**src/ltl_pkg.sv**
```systemverilog
// Shared types, character constants and queue geometry for the streaming S-expression lexer.
package ltl_pkg;

  // Input item: one text byte or an end-of-text mark
  typedef struct packed {
    logic [7:0] text_byte;
    logic       end_of_text;
  } ltl_in_t;

  // Result item: one piece of a token
  typedef struct packed {
    logic [3:0] token_kind;
    logic [7:0] token_byte;
    logic       byte_valid;
    logic       token_last;
  } ltl_out_t;

  // Lexer modes
  typedef enum logic [2:0] {
    MODE_IDLE    = 3'd0,
    MODE_COMMENT = 3'd1,
    MODE_NUMBER  = 3'd2,
    MODE_STRING  = 3'd3,
    MODE_SYMBOL  = 3'd4,
    MODE_TILDE   = 3'd5
  } ltl_mode_t;

  // Token kinds
  typedef enum logic [3:0] {
    KIND_AMP     = 4'd0,
    KIND_QUOTE   = 4'd1,
    KIND_UNQUOTE = 4'd2,
    KIND_SPLICE  = 4'd3,
    KIND_OPEN    = 4'd4,
    KIND_CLOSE   = 4'd5,
    KIND_NUMBER  = 4'd6,
    KIND_STRING  = 4'd7,
    KIND_SYMBOL  = 4'd8,
    KIND_BADSTR  = 4'd9
  } ltl_kind_t;

  // Result of lexing one item: up to two results and the next mode
  typedef struct packed {
    logic [1:0] num_res;
    ltl_out_t   res0;
    ltl_out_t   res1;
    ltl_mode_t  mode_nxt;
  } ltl_step_t;

  // Character codes
  localparam logic [7:0] CH_AT     = 8'h40;
  localparam logic [7:0] CH_SEMI   = 8'h3B;
  localparam logic [7:0] CH_TILDE  = 8'h7E;
  localparam logic [7:0] CH_AMP    = 8'h26;
  localparam logic [7:0] CH_LBR    = 8'h5B;
  localparam logic [7:0] CH_RBR    = 8'h5D;
  localparam logic [7:0] CH_DQUOTE = 8'h22;
  localparam logic [7:0] CH_DOT    = 8'h2E;
  localparam logic [7:0] CH_QUOTE  = 8'h27;
  localparam logic [7:0] CH_SPACE  = 8'h20;
  localparam logic [7:0] CH_TAB    = 8'h09;
  localparam logic [7:0] CH_NL     = 8'h0A;
  localparam logic [7:0] CH_NUL    = 8'h00;
  localparam logic [7:0] CH_ZERO   = 8'h30;
  localparam logic [7:0] CH_NINE   = 8'h39;

  // Result queue geometry
  localparam int SkidDepth = 4;
  localparam int SkidAw    = $clog2(SkidDepth);
  localparam int SkidCw    = $clog2(SkidDepth + 1);

endpackage

```
**src/ltl_core.sv**
```systemverilog
// Combinational lexer step: mode and one input item to results and next mode.
module ltl_core
  import ltl_pkg::*;
(
  input  ltl_mode_t mode,
  input  ltl_in_t   item,
  output ltl_step_t step
);

  typedef struct packed {
    logic      hit;
    ltl_out_t  tok;
    ltl_mode_t mode;
  } ltl_idle_t;

  function automatic logic is_space(input logic [7:0] c);
    return (c == CH_SPACE) || (c == CH_TAB) || (c == CH_NL) || (c == CH_NUL);
  endfunction

  function automatic logic is_num(input logic [7:0] c);
    return ((c >= CH_ZERO) && (c <= CH_NINE)) || (c == CH_DOT);
  endfunction

  function automatic ltl_out_t mk(input ltl_kind_t k, input logic [7:0] c,
                                  input logic v, input logic l);
    ltl_out_t o;
    o.token_kind = k;
    o.token_byte = v ? c : 8'h00;
    o.byte_valid = v;
    o.token_last = l;
    return o;
  endfunction

  // Lex one byte as the start of a new token
  function automatic ltl_idle_t from_idle(input logic [7:0] c);
    ltl_idle_t r;
    r.hit  = 1'b0;
    r.tok  = '0;
    r.mode = MODE_IDLE;
    if (!is_space(c)) begin
      case (c)
        CH_SEMI:   r.mode = MODE_COMMENT;
        CH_TILDE:  r.mode = MODE_TILDE;
        CH_DQUOTE: r.mode = MODE_STRING;
        CH_AMP: begin
          r.hit = 1'b1;
          r.tok = mk(KIND_AMP, c, 1'b1, 1'b1);
        end
        CH_QUOTE: begin
          r.hit = 1'b1;
          r.tok = mk(KIND_QUOTE, c, 1'b1, 1'b1);
        end
        CH_LBR: begin
          r.hit = 1'b1;
          r.tok = mk(KIND_OPEN, c, 1'b1, 1'b1);
        end
        CH_RBR: begin
          r.hit = 1'b1;
          r.tok = mk(KIND_CLOSE, c, 1'b1, 1'b1);
        end
        default: begin
          r.hit = 1'b1;
          if (is_num(c)) begin
            r.mode = MODE_NUMBER;
            r.tok  = mk(KIND_NUMBER, c, 1'b1, 1'b0);
          end else begin
            r.mode = MODE_SYMBOL;
            r.tok  = mk(KIND_SYMBOL, c, 1'b1, 1'b0);
          end
        end
      endcase
    end
    return r;
  endfunction

  ltl_idle_t  fi;
  logic [7:0] c;

  assign c  = item.text_byte;
  assign fi = from_idle(c);

  // Decode one step
  always_comb begin
    step          = '0;
    step.mode_nxt = mode;
    if (item.end_of_text) begin
      step.mode_nxt = MODE_IDLE;
      unique case (mode)
        MODE_NUMBER: begin
          step.num_res = 2'd1;
          step.res0    = mk(KIND_NUMBER, CH_NUL, 1'b0, 1'b1);
        end
        MODE_SYMBOL: begin
          step.num_res = 2'd1;
          step.res0    = mk(KIND_SYMBOL, CH_NUL, 1'b0, 1'b1);
        end
        MODE_STRING: begin
          step.num_res = 2'd1;
          step.res0    = mk(KIND_BADSTR, CH_NUL, 1'b0, 1'b1);
        end
        MODE_TILDE: begin
          step.num_res = 2'd1;
          step.res0    = mk(KIND_UNQUOTE, CH_TILDE, 1'b1, 1'b1);
        end
        default: step.num_res = 2'd0;
      endcase
    end else begin
      unique case (mode)
        MODE_COMMENT: begin
          if (c == CH_NL) step.mode_nxt = MODE_IDLE;
        end
        MODE_NUMBER: begin
          if (is_num(c)) begin
            step.num_res = 2'd1;
            step.res0    = mk(KIND_NUMBER, c, 1'b1, 1'b0);
          end else begin
            step.num_res  = fi.hit ? 2'd2 : 2'd1;
            step.res0     = mk(KIND_NUMBER, CH_NUL, 1'b0, 1'b1);
            step.res1     = fi.tok;
            step.mode_nxt = fi.mode;
          end
        end
        MODE_SYMBOL: begin
          if (is_space(c) || (c == CH_LBR) || (c == CH_RBR)) begin
            step.num_res  = fi.hit ? 2'd2 : 2'd1;
            step.res0     = mk(KIND_SYMBOL, CH_NUL, 1'b0, 1'b1);
            step.res1     = fi.tok;
            step.mode_nxt = fi.mode;
          end else begin
            step.num_res = 2'd1;
            step.res0    = mk(KIND_SYMBOL, c, 1'b1, 1'b0);
          end
        end
        MODE_STRING: begin
          step.num_res = 2'd1;
          if (c == CH_DQUOTE) begin
            step.res0     = mk(KIND_STRING, CH_NUL, 1'b0, 1'b1);
            step.mode_nxt = MODE_IDLE;
          end else begin
            step.res0 = mk(KIND_STRING, c, 1'b1, 1'b0);
          end
        end
        MODE_TILDE: begin
          if (c == CH_AT) begin
            step.num_res  = 2'd2;
            step.res0     = mk(KIND_SPLICE, CH_TILDE, 1'b1, 1'b0);
            step.res1     = mk(KIND_SPLICE, CH_AT, 1'b1, 1'b1);
            step.mode_nxt = MODE_IDLE;
          end else begin
            step.num_res  = fi.hit ? 2'd2 : 2'd1;
            step.res0     = mk(KIND_UNQUOTE, CH_TILDE, 1'b1, 1'b1);
            step.res1     = fi.tok;
            step.mode_nxt = fi.mode;
          end
        end
        default: begin
          step.num_res  = fi.hit ? 2'd1 : 2'd0;
          step.res0     = fi.tok;
          step.mode_nxt = fi.mode;
        end
      endcase
    end
  end

endmodule

```
**src/ltl_skid.sv**
```systemverilog
// Small result queue: takes up to two results per cycle, gives one per cycle while out_ready is high.
module ltl_skid
  import ltl_pkg::*;
(
  input  logic       clk,
  input  logic       rst_n,
  input  logic [1:0] push_n,
  input  ltl_out_t   push_d0,
  input  ltl_out_t   push_d1,
  output logic       room2,
  output logic       out_valid,
  input  logic       out_ready,
  output ltl_out_t   out_data
);

  ltl_out_t          ent_r [SkidDepth];
  logic [SkidAw-1:0] wr_ptr_r, wr_ptr_nxt;
  logic [SkidAw-1:0] rd_ptr_r, rd_ptr_nxt;
  logic [SkidCw-1:0] cnt_r, cnt_nxt;
  logic [SkidAw-1:0] wr_ptr1;
  logic              pop;

  assign pop       = out_valid && out_ready;
  assign out_valid = (cnt_r != '0);
  assign out_data  = ent_r[rd_ptr_r];
  assign room2     = (cnt_r <= SkidCw'(SkidDepth - 2));
  assign wr_ptr1   = wr_ptr_r + SkidAw'(1);

  // Advance pointers and fill count
  always_comb begin
    wr_ptr_nxt = wr_ptr_r + SkidAw'(push_n);
    rd_ptr_nxt = rd_ptr_r + SkidAw'(pop);
    cnt_nxt    = cnt_r + SkidCw'(push_n) - SkidCw'(pop);
  end

  always_ff @(posedge clk) begin
    if (!rst_n) begin
      wr_ptr_r <= '0;
      rd_ptr_r <= '0;
      cnt_r    <= '0;
    end else begin
      wr_ptr_r <= wr_ptr_nxt;
      rd_ptr_r <= rd_ptr_nxt;
      cnt_r    <= cnt_nxt;
    end
  end

  // Store pushed results
  always_ff @(posedge clk) begin
    if (push_n != 2'd0) ent_r[wr_ptr_r] <= push_d0;
    if (push_n == 2'd2) ent_r[wr_ptr1]  <= push_d1;
  end

endmodule

```
**src/lisp_token_lexer_unit.sv**
```systemverilog
// Top level of the streaming S-expression lexer.
// Takes one text byte (or an end-of-text mark) per transfer and streams out
// tokens as result items of kind, optional byte and last mark. An input
// register feeds the lexer step, whose results land in a four-entry queue
// that drives the output channel. A byte is accepted every cycle as long as
// the output side keeps up; the results of a byte that yields two (a token
// byte closing a number or symbol, a splice, a tilde followed by a token)
// leave one at a time, so the sustained rate is one input per cycle or one
// result per cycle, whichever is lower, set by the single-read port of the
// result queue.
module lisp_token_lexer_unit
  import ltl_pkg::*;
(
  input  logic     clk,
  input  logic     rst_n,
  input  logic     in_valid,
  output logic     in_ready,
  input  ltl_in_t  in_data,
  output logic     out_valid,
  input  logic     out_ready,
  output ltl_out_t out_data
);

  ltl_in_t   item_r;
  logic      item_vld_r, item_vld_nxt;
  ltl_mode_t mode_r, mode_nxt;
  ltl_step_t step;
  logic      room2;
  logic      go;
  logic [1:0] push_n;

  // Process the held item when the queue has room for two results
  assign go       = item_vld_r && room2;
  assign in_ready = !item_vld_r || go;
  assign push_n   = go ? step.num_res : 2'd0;

  always_comb begin
    item_vld_nxt = item_vld_r;
    mode_nxt     = mode_r;
    if (go) begin
      item_vld_nxt = 1'b0;
      mode_nxt     = step.mode_nxt;
    end
    if (in_valid && in_ready) item_vld_nxt = 1'b1;
  end

  always_ff @(posedge clk) begin
    if (!rst_n) begin
      item_vld_r <= 1'b0;
      mode_r     <= MODE_IDLE;
    end else begin
      item_vld_r <= item_vld_nxt;
      mode_r     <= mode_nxt;
    end
  end

  // Hold the input item
  always_ff @(posedge clk) begin
    if (in_valid && in_ready) item_r <= in_data;
  end

  ltl_core u_core (
    .mode (mode_r),
    .item (item_r),
    .step (step)
  );

  ltl_skid u_skid (
    .clk       (clk),
    .rst_n     (rst_n),
    .push_n    (push_n),
    .push_d0   (step.res0),
    .push_d1   (step.res1),
    .room2     (room2),
    .out_valid (out_valid),
    .out_ready (out_ready),
    .out_data  (out_data)
  );

endmodule

```
**config.mk**
```make
export PLATFORM = sky130hd
export DESIGN_NAME = lisp_token_lexer_unit
export DESIGN_NICKNAME = d
export VERILOG_FILES = /design/src/ltl_pkg.sv /design/src/ltl_core.sv /design/src/ltl_skid.sv /design/src/lisp_token_lexer_unit.sv
export SDC_FILE = /design/constraint.sdc
export NUM_CORES = 1
export LEC_CHECK = 0
export CORE_UTILIZATION = 45
export DETAILED_ROUTE_END_ITERATION = 8
export DONT_BUFFER_PORTS = 1
export GPL_TIMING_DRIVEN = 0
export MAX_ROUTING_LAYER = met4
export PLACE_DENSITY = 0.63
export SYNTH_ARGS = -nofsm -noshare
export SYNTH_HDL_FRONTEND = slang
export SYNTH_SLANG_ARGS = --single-unit
```
**constraint.sdc**
```tcl
create_clock -name clk -period 8.84 [get_ports clk]
set_input_delay 0.884 -clock clk [delete_from_list [all_inputs] [get_ports clk]]
set_output_delay 0.884 -clock clk [all_outputs]
set_load 0.05 [all_outputs]
```
Word-level counts from Yosys, hierarchy flattened
Memories as Yosys holds them, arrays and structs flattened. A register that Yosys moved wholly into a read port is not among the register bits. Cells that the tools add are included.

Add/subtract/negate cells: 5. Magnitude comparators: 3. Equality and inequality tests: 22. Multiplexer cells: 30. Reduce and logical (&&, ||, !) cells: 20.

Operators with widths (number): $pmux 16 s5 (1); $pmux 15 s5 (1); $pmux 14 s4 (1); $mux 17 (3); $eq 8x6->1 const B (6); $mux 16 (3); $pmux 14 s3 (1); $mux 33 (1); $eq 8x7->1 const B (4); $mux 18 (1); $eq 8x4->1 const B (2); $pmux 3 s5 (1); $mux 14 (1); $pmux 3 s4 (1); $mux 10 (1); $mux 3 (3); $ne 3x2->1 const B (3); $ge 8x6->1 const B (1); $le 8x6->1 const B (1); $logic_not 8->1 (1); $mux 1 (8); $reduce_or 4->1 (2); $logic_or 1x1->1 (7); $eq 3x2->1 const B (2); other kinds (17) (24).

Register bits: 20. RAM bits: 56. Input port bits: 13. Output and inout bits: 16. Logic and storage cells: 88. Memories: 1.

Memory list: u_skid.ent_r (depth 4, bits a word 14, rd ports 1, clocked after memory_dff 1, write ports 2, RTL line ltl_skid.sv:16) `ltl_out_t ent_r [SkidDepth];`.

Depth between registers and ports, before layout
Gate-level depths: netlist of the first run.

Depth after elaboration: 14. Mapped depth: 14. Gate-level depth less buffers: 12.

Hierarchy
From an unflattened synthesis of the first run, not the netlist that was laid out.

Cells, all modules: 395. Area, all modules: 4921.0 um^2.

Modules (own cells, without submodules): ltl_skid (instances 1, cells each 182, area an instance 3274.4 um^2, sequential area each 1821.7 um^2); ltl_core (instances 1, cells each 184, area an instance 1199.9 um^2, sequential area each 0.0 um^2); lisp_token_lexer_unit (instances 1, cells each 29, area an instance 446.7 um^2, sequential area each 350.3 um^2).

Least setup slack after synthesis of the first run
Ideal clock, no wire load.

Path type: register to register. From: reg item_r[4] (netlist name). To: reg u_skid.cnt_r[2]. Data arrival time: 3.115 ns. Data required time: 8.725 ns. Slack: 5.610 ns. Stages on the path, launching flop included: 14. Period minus slack after synthesis: 3.230 ns. Cell sequence: edfxtp_1 buf_2 nor2b_1 a21oi_1 nor2_1 or4b_1 buf_2 or2_2 clkbuf_1 ha_1 fa_1 xor2_1 xnor2_1 and2_1.

Cells in the longest elaborated chain, start to end: 12. Elaborated cells on any way between the ends: 35. Classes of those cells: add/sub: 2; order compare: 2; eq/ne: 12; mux: 10; reduce/logical: 9.

RTL lines: from (decl) (RTL line lisp_token_lexer_unit.sv:24) `ltl_in_t item_r;`; from (signal assigned) (RTL line lisp_token_lexer_unit.sv:59) `if (in_valid && in_ready) item_r <= in_data;`; parallel branches: the longest is 7 deep, another holds $mux 33; $pmux 16 s5 * (RTL line ltl_core.sv:108) `unique case (mode)`; $mux 16 * (RTL line ltl_core.sv:86) `if (item.end_of_text) begin`; $mux 2 * (RTL line lisp_token_lexer_unit.sv:35) `assign push_n = go ? step.num_res : 2'd0;`; $add 3x2->3 * (RTL line ltl_skid.sv:33) `cnt_nxt = cnt_r + SkidCw'(push_n) - SkidCw'(pop);`; $sub 3x1->3 * (RTL line ltl_skid.sv:33); to (signal assigned) (RTL line ltl_skid.sv:44) `cnt_r <= cnt_nxt;`; to (decl) (RTL line ltl_skid.sv:19) `logic [SkidCw-1:0] cnt_r, cnt_nxt;`.

Every way passes the cells marked *. A chain may end at the register's enable or synchronous reset.

Worst setup path after layout of the first run
From: reg item_r[5] (netlist name). To: reg u_skid.cnt_r[2].

Same word-level chain as after synthesis.

==> run metrics, run 1 <==
status=finished, final reports clean; ratio of cells with drive above 1 in the final layout=0.1253; Slew @ Worst Pin=0.9946 ns; Clock transition at path regs=0.08 ns; DIE AREA=10080 um^2; Critical Path End Type=flip-flop; hpwl dp=7820 um; total of max-cap violations=0; PwrDens=216.8 nW/um^2; Final Total Pwr=1.037 mW; Yosys cell types=60; routability cong.=0.9172; final clock skew=0.01043 ns; HP Class=flip-flop to flip-flop; reg2reg end=u_skid.cnt_r[2]; WP buf/inv=2; post-CTS setup buffers=0; Hold Buf Count CTS=0; Critical Path, Cell by Cell=clkbuf_1, and4bb_2, a41oi_1, o21ai_0, a21oi_1, or2_2, clkbuf_1, ha_1, fa_1, xor2_1, xnor2_1, and2_1; Critical R2R Launch=item_r[5]; Hold Crit Endpoint=u_skid.rd_ptr_r[0]; TritonCTS buffer count=9; predominant post-synthesis flop cell=edfxtp_1; YS warnings=0; DR vias/cell=6.079; Root Driver=clkbuf_8; I/O Buffers=0; clk buf depth=2; # diodes=0; CTS tree=built; Core Area=9328 um^2; Die H=100.4 um; antenna-violating nets left=0; Core Util, Final=0.5127; io pins=29; Synth Instances=395; global-route wire length before repair=16950 um; WS Path Type=flip-flop to flip-flop; number of global-route vias before repair=3104; drt drc=0; largest net degree at the start of global routing=15; initial DRC count=303; area post-placement=4558 um^2; initial antenna violation count=0; WP data required=9.09 ns; Final Max Tran Viols=0; delay-heaviest family, CP=compound AO/OA/AOI/OAI gates; fin crit share=0.4215; Final setup viols=0; Post-Syn Nets=414; leakage=1.787 nW; Syn Area/Cell=11.03 um^2; Peak Freq=268.4 MHz; sequential share of the synthesized area=0.4986; cts repair resizes=0; Initial Util=0.4671; WL final=10750 um; WL/cell=19.75 um; synthesized area=4357 um^2; Die X=100.4 um; vias=3307; Layout area overhead=9.765%; Peak VDD IR=0.00009123 V; drt pass-1 iters=5; Worst slew margin=0.3318; worst skew pair latency=0.36 ns; total negative slack=0 ns; GRT Overall Usage=0.2349; Tmin final=3.726 ns; Slowest-stage cell, CP=a21oi_1; total grt overflow=0; Final Cell Area=4782 um^2; EDFF count, synth=65; CP arrival=3.98 ns; H-tree levels=3; HP Start=u_skid.rd_ptr_r[0]; Critical Path Most Common Cell=clkbuf_1; row count=35; Filler cells=866; Final Hold Vio Count=0; Nets=429; FF+latch count, synth=76; crit-path max FO=10; CP startpoint kind=flip-flop; CP max stage delay=0.57 ns; worst-case reg-to-reg path depth=12; setup slack, reg-to-reg=5.11 ns; clock sink total=76; RSZ-0062 raised after global routing=no; WHS Path Cells=2; Worst Hold Slack=0.6030 ns; share of async-settable or async-resettable flops after synthesis=0
[registers in the layout, indices dropped and copies added, names as in the netlist]
register and count:
item_r 9, item_vld_r 1, mode_r 3, u_skid.cnt_r 3, u_skid.ent_r 56, u_skid.rd_ptr_r 2
u_skid.wr_ptr_r 2
[area by class of cell]
cell class                      instances  area [um^2]  area share
Inverter                               12        45.04    0.009419
Clock buffer                           10        127.6     0.02669
Timing Repair Buffer                    4        37.54    0.007849
Buffer                                 27        136.4     0.02852
Sequential cell                        76         2172      0.4542
Multi-Input combinational cell        280         2006      0.4194
Tap cell                              129        161.4     0.03375
Clock inverter                          6        96.34     0.02015
[worst register-to-register path: cells and delay by family, from the launching register on]
kind                       cells  cell delay [ns]
adders and majority gates      2             0.72
AOI/OAI and AO/OA              3             1.12
and+or+nand+nor                3             0.68
buffers and inverters          2             0.42
xor gates and xnor gates       2             0.29
DFF                            1             0.40
[how the worst max path moves through the flow]
stage                    from                  to  slack [ns]  cells after the start
finish              item_r[5]     u_skid.cnt_r[2]        5.11                     12
global route        item_r[3]  u_skid.ent_r[1][1]        4.79                      9
CTS                 item_r[3]  u_skid.ent_r[1][1]        5.10                      9
detailed placement  item_r[3]  u_skid.ent_r[1][6]        5.12                      9
global placement    item_r[3]  u_skid.ent_r[1][3]        4.61                      9
floorplan           item_r[4]     u_skid.cnt_r[2]        5.61                     13
[placed cells by master, fill, tap and decap left out, drive strengths merged, types with 3 or more instances in the layout]
cell type and instances:
or4 3, a22o 3, nand4 5, clkbuf 25, nand2b 5, nor2 40, a21o 3, and2 10
inv 14, nand3 9, nand2 29, and3 4, mux4 14, a22oi 10, dfxtp 11, and4b 3
edfxtp 65, ha 5, xor2 5, a21oi 22, nor2b 7, mux2i 20, nor3 8, a31oi 4
o211ai 5, or3 5, o21ai 24, or2 3, buf 16
[synth_stat cells (all sizes together), types with 4 or more instances]
| library cell | instances | area share |
|---|---|---|
| and2 | 10 | 0.014 |
| clkbuf | 15 | 0.013 |
| ha | 5 | 0.014 |
| inv | 12 | 0.010 |
| nand2b | 5 | 0.0072 |
| nor2b | 7 | 0.010 |
| o21ai | 24 | 0.028 |
| a21oi | 22 | 0.025 |
| a31oi | 4 | 0.0057 |
| a22oi | 10 | 0.017 |
| dfxtp | 11 | 0.051 |
| mux4 | 14 | 0.072 |
| nor3 | 8 | 0.0092 |
| and3 | 4 | 0.0057 |
| nand2 | 29 | 0.025 |
| or3 | 5 | 0.0072 |
| xor2 | 5 | 0.010 |
| edfxtp | 65 | 0.45 |
| nor2 | 40 | 0.034 |
| nand3 | 9 | 0.011 |
| nand4 | 5 | 0.0072 |
| o211ai | 5 | 0.0086 |
| buf | 12 | 0.018 |
| mux2i | 20 | 0.046 |
[where the power goes]
group	total, mW	switching, mW	leakage (nW)	internal, mW
Combinational	0.301	0.207	0.990	0.0938
Sequential	0.427	0.0114	0.688	0.416
Clock	0.309	0.146	0.109	0.163
[metrics by stage]
stage	std cells	worst slack, ns
6_report	544	5.114
5_1_grt	544	4.795
4_1_cts	544	5.097
3_5_place_dp	528	5.123
3_3_place_gp	524	4.611
2_1_floorplan	395	5.610
[routing by layer]
| metal | vias to the layer above | GRT usage | routed length (um) |
|---|---|---|---|
| li1 | 1533 | - | - |
| met1 | 1574 | 0.3262 | 4805 |
| met2 | 165 | 0.3398 | 4798 |
| met3 | 35 | 0.03203 | 788 |
| met4 | 0 | 0.1126 | 352 |
| met5 | - | - | 0 |
[logic make-up (layout without fill, tap and decap cells)]
logic type      count (synthesis)  in the layout  share of synthesized area
buf+inv                        39             59                    0.04164
compound gates                 92             92                     0.1381
mux                            34             34                     0.1183
simple gates                  141            141                     0.1703
flops                          76             76                     0.4986
fa+ha+maj                       6              6                    0.01895
xor+xnor                        7              7                    0.01407
Note: power is estimated with default switching activity, not from simulation.
==> run 2, diff against run 1 <==
==> constraint.sdc (replaced) <==
create_clock -name clk -period 3.59 [get_ports clk]
set_input_delay 0.359 -clock clk [delete_from_list [all_inputs] [get_ports clk]]
set_output_delay 0.359 -clock clk [all_outputs]
set_load 0.05 [all_outputs]
==> run 2 against run 1 <==
  * Non-clock buffer count rose by 11
  * Register-to-register slack got worse by 5.0 ns
  * Via count grew 0.15%
  * Worst hold slack lost 0.51 ns
  * Clock-buffer cell count did not move
  * Clock power rose by 150%
  * Wire length grew 2.1%
  * Die area is the same
  * Critical endpoint unchanged
==> run metrics, run 2 (synthesis results as in run 1) <==
Comb power frac=0.296; Hold Crit Endpoint=item_r[6]; Core Area=9328 um^2; Seq pwr share=0.409; CP max stage delay=0.55 ns; WL/cell=19.76 um; clock share of power=0.295; Core Util, Final=0.5252; initial antenna violation count=0; Filler cells=862; Initial Util=0.4671; number of global-route vias before repair=3115; initial DRC count=358; Slew @ Worst Pin=0.9884 ns; commonest non-fill, non-tap cell in the layout=edfxtp_1; Critical Path, Cell by Cell=buf_6, and4b_1, nand4_1, nand3_2, or4b_1, buf_2, or2_2, clkbuf_2, ha_1, fa_1, xor2_1, xnor2_1, and2_1; row count=35; setup slack, reg-to-reg=0.11 ns; vias=3312; Die H=100.4 um; CTS tree=built; ratio of cells with drive above 1 in the final layout=0.1643; total grt overflow=0; antenna-violating nets left=0; WHS Path Cells=0; Final Cell Area=4898 um^2; Nets=440; commonest cells after routing, fill and taps aside=edfxtp_1, nor2_1, nand2_1; GRT Overall Usage=0.2352; drt pass-1 iters=5; H-tree levels=3; DR vias/cell=5.968; Critical Path End Type=flip-flop; total negative slack=0 ns; Tmin final=3.481 ns; Die X=100.4 um; stages on the worst setup path=13; Net Switching=903.8 uW; Critical R2R Launch=item_r[1]; HP Start=in_data[6]; status=finished, final reports clean; reg2reg end=u_skid.cnt_r[2]; area post-placement=4558 um^2; # diodes=0; CP arrival=3.74 ns; Pint=1.665 mW; routability cong.=0.9172; largest net degree at the start of global routing=15; total of max-cap violations=0; Non-Filler Instances=555; clk buf depth=2; Slowest-stage cell, CP=or4b_1; delay-heaviest family, CP=simple AND/OR/NAND/NOR gates; Peak Freq=287.3 MHz; Worst slew margin=0.3360; Final setup viols=0; Final WS setup=0.1093 ns; worst skew pair latency=0.36 ns; clock sink total=76; WP data required=3.85 ns; drt drc=0; io pins=29; Largest regs=u_skid.ent_r x56, item_r x9; WS Path Type=flip-flop to flip-flop; PwrDens=524.3 nW/um^2; crit-path max FO=10; WL final=10970 um; WP buf/inv=3; Final Total Pwr=2.568 mW; fin crit share=0.9695; pre-CTS setup slack=-0.1265 ns; TritonCTS buffer count=9; Sw Ratio=0.3519; Largest register FFs=56; Final Hold Vio Count=0; Peak VDD IR=0.0002034 V; Clock transition at path regs=0.09 ns; leakage=1.846 nW; Worst Hold Slack=0.08961 ns; DIE AREA=10080 um^2; HP Class=input port to flip-flop; cell total after placement=528; global-route wire length before repair=16980 um; CP startpoint kind=flip-flop; Final Max Tran Viols=0; Root Driver=clkbuf_8; I/O Buffers=0; Layout area overhead=12.44%; hpwl dp=7820 um; final clock skew=0.01171 ns; Biggest register=u_skid.ent_r; worst-case reg-to-reg path depth=13
==> run 2: final cells by class <==
cell class,count,area [um^2],area share
plain buffers,27,142.6,0.02912
clock buffers,10,127.6,0.02605
clock inverters,6,96.34,0.01967
inverters,12,45.04,0.009195
multi-input cells,280,2033,0.4151
flip-flops and latches,76,2172,0.4434
well taps,129,161.4,0.03295
repair buffers,15,120.1,0.02452
==> run 2: worst max path at each step <==
| stage | endpoint | start |
|---|---|---|
| 2_1_floorplan | u_skid.cnt_r[2] | item_r[4] |
| 3_3_place_gp | u_skid.ent_r[1][3] | item_r[3] |
| 3_5_place_dp | u_skid.ent_r[1][6] | item_r[3] |
| 4_1_cts | u_skid.cnt_r[2] | item_r[4] |
| 5_1_grt | u_skid.cnt_r[2] | item_r[1] |
| 6_report | u_skid.cnt_r[2] | item_r[1] |
==> run 2: power groups by stage <==
stage	clock [mW]	sequential, mW	combinational, mW
finish	0.759	1.05	0.759
floorplan	0	1.06	0.637
global route	0.799	1.06	0.815
CTS	0.769	1.05	0.750
detailed placement	0	1.07	0.746
global placement	0	1.07	0.733
==> run 2: repair_timing <==
action / 4_1_cts / 5_1_grt
hold buffers: 0 / 0
resized for setup: 4 / 7
buffers inserted: 0 / 11
endpoints found under the setup margin: 35 / 41
pin swaps: 0 / 3
==> run 2: metal layers <==
metal	global-route usage	vias to the layer above	share of wire
met3	0.03203	28	0.065
met4	0.1126	0	0.027
met5	-	-	0
met2	0.3409	157	0.46
li1	-	1555	-
met1	0.3262	1572	0.45
==> run 3, diff against run 2 <==
--- a/config.mk
+++ b/config.mk
@@ -13,4 +13,5 @@
 export PLACE_DENSITY = 0.63
 export SYNTH_ARGS = -nofsm -noshare
 export SYNTH_HDL_FRONTEND = slang
+export SYNTH_HIERARCHICAL = 1
 export SYNTH_SLANG_ARGS = --single-unit
==> run 3 against run 2 <==
  * First-iteration DRC count shrank 25%
  * Setup slack worse by 0.020 ns
  * Critical path depth stayed put
  * Sequential power is essentially flat
  * Clock power shrank 2%
  * Synthesized area rose by 13%
  * Final cell count up 1.8%
  * Worst hold slack hardly changed
  * Global-route usage hardly changed
  * Design area increased by 14%
  * Fmax down 0.57%
==> run metrics, run 3 <==
status=finished, final reports clean; total negative slack=0 ns; YS warnings=6; DIE AREA=11360 um^2; cell total after placement=531; Synth area leaders=edfxtp_1, mux2_2, mux4_2; Yosys cell types=80; clock share of power=0.283; Worst Hold Slack=0.08912 ns; clk buf depth=2; ratio of cells with drive above 1 in the final layout=0.3613; WP data required=3.70 ns; initial antenna violation count=0; WL final=12240 um; Biggest register=u_skid/ent_r; DR vias/cell=6.175; PwrDens=469.2 nW/um^2; global-route wire length before repair=19250 um; Layout area overhead=13.45%; leakage=1.968 nW; Slew @ Worst Pin=0.6698 ns; total of max-cap violations=0; Initial Util=0.4703; sequential share of the synthesized area=0.4414; predominant post-synthesis flop cell=edfxtp_1; Die H=106.6 um; I/O Buffers=0; synthesized area=4921 um^2; pre-CTS setup slack=-0.3796 ns; crit-path max FO=10; commonest cells after routing, fill and taps aside=edfxtp_1, mux2_2, nand2_1; Sw Ratio=0.3439; Hold Crit Endpoint=item_r[2]; drt drc=0; H-tree levels=3; Die X=106.6 um; Peak Freq=285.7 MHz; GRT Overall Usage=0.2356; CP arrival=3.61 ns; CTS tree=built; cell accounting for the most synthesized area=edfxtp_1; Root Driver=clkbuf_8; post-synth top area share=0.3966; fin crit share=0.9751; HP Start=in_data[2]; WHS Path Cells=0; commonest non-fill, non-tap cell in the layout=edfxtp_1; Synth Instances=395; io pins=29; HP Class=input port to flip-flop; drt pass-1 iters=5; Critical R2R Launch=item_r[7]; Largest regs=u_skid/ent_r x56, item_r x9; Worst slew margin=0.5487; Clock transition at path regs=0.08 ns; initial DRC count=269; Hold Buf Count CTS=0; Non-Filler Instances=565; Post-Syn Nets=412; Largest register FFs=56; setup slack, reg-to-reg=0.09 ns; vias=3489; WL/cell=21.66 um; final clock skew=0.01262 ns; antenna-violating nets left=0; row count=37; number of global-route vias before repair=3382; Comb power frac=0.311; Nets=441; Pint=1.719 mW; reg2reg end=u_skid/ent_r[3][5]; Core Area=10460 um^2; Final Max Tran Viols=0; Net Switching=900.7 uW; share of async-settable or async-resettable flops after synthesis=0; Syn Area/Cell=12.46 um^2; Seq pwr share=0.405; Tmin final=3.500 ns; hpwl dp=8341 um; most frequent cell after synthesis=edfxtp_1; Critical Path End Type=flip-flop; Final Cell Area=5583 um^2; Filler cells=931; Peak VDD IR=0.0003772 V; EDFF count, synth=65; clock sink total=76; Final setup viols=0; routability cong.=0.9815; WS Path Type=flip-flop to flip-flop; worst skew pair latency=0.36 ns; CP startpoint kind=flip-flop; area post-placement=5110 um^2; Final WS setup=0.08952 ns; largest net degree at the start of global routing=17; worst-case reg-to-reg path depth=13; # diodes=0; FF+latch count, synth=76; total grt overflow=0; TritonCTS buffer count=9; most frequent cells after synthesis=edfxtp_1, mux2_2, nand2_1; Final Hold Vio Count=0
-- run 3: cell types whose count changed after synthesis, moves of 8 or more --
cell     before  now
a21oi_1      22   14
mux2_4        0   10
mux2_2        0   45
nor2_1       40   20
mux2i_1      20    5
a22oi_1      10    2
-- run 3: power by group through the flow --
stage	clock, mW	sequential [mW]	combinational, mW
finish	0.742	1.06	0.815
CTS	0.756	1.06	0.805
detailed placement	0	1.09	0.788
floorplan	0	1.07	0.680
global placement	0	1.08	0.779
global route	0.791	1.07	0.870
-- run 3: metrics by stage --
step	total power [mW]	utilization
6_report	2.619	0.5336
5_1_grt	2.728	0.5336
4_1_cts	2.623	0.5236
2_1_floorplan	1.753	-
3_3_place_gp	1.862	0.4871
3_5_place_dp	1.874	0.4884
-- run 3: final cells by class --
class                      instances  area, um^2  area share
tap                              136       170.2     0.03048
clock buffer                       9       123.9     0.02219
timing repair buffer              18       172.7     0.03093
clock inverter                     7       98.84     0.01771
buffer                            28       203.9     0.03653
inverter                           8       30.03    0.005379
sequential                        76        2172      0.3891
multi-input combinational        283        2611      0.4677
-- run 3: metal layers --
layer	wire length, um	GRT usage	vias up
met5	0	-	-
met4	503	0.1174	0
met3	509	0.03891	39
met2	5675	0.3484	130
met1	5549	0.3145	1714
li1	-	-	1606
-- run 3: worst max-delay path, stage by stage, from the launching register on --
cell and delay (ns):
edfxtp_1 0.44, buf_4 0.17, nor4_4 0.34, o31ai_4 0.15, buf_4 0.19, a31oi_2 0.20
a21oi_1 0.13, nor3_2 0.22, and3_1 0.20, buf_6 0.14, nor4bb_1 0.32, buf_4 0.21
buf_6 0.17, mux2_2 0.35
-- run 3: logic make-up (layout without fill, tap and decap cells) --
| group | count (synthesis) | count (layout) | share of synthesized area |
|---|---|---|---|
| AOI/OAI and AO/OA | 71 | 71 | 0.1078 |
| buffers and inverters | 36 | 70 | 0.04628 |
| and+or+nand+nor | 130 | 130 | 0.1719 |
| muxes | 75 | 75 | 0.2100 |
| adders and majority gates | 4 | 4 | 0.01170 |
| DFF | 76 | 76 | 0.4414 |
| xor gates and xnor gates | 3 | 3 | 0.01093 |
-- run 3: worst max path at each step --
stage,start,to,cells after the start
global route,item_r[4],u_skid/ent_r[3][4],13
floorplan,item_r[2],u_skid/ent_r[3][0],9
detailed placement,mode_r[0],u_skid/ent_r[1][9],8
finish,item_r[7],u_skid/ent_r[3][5],13
global placement,mode_r[0],u_skid/ent_r[0][6],8
CTS,item_r[7],u_skid/ent_r[3][5],11
-- run 3: what timing repair did --
action,CTS,global route
setup buffers,10,8
setup endpoints to repair,103,63
resized for setup,7,10
pin swaps,4,2
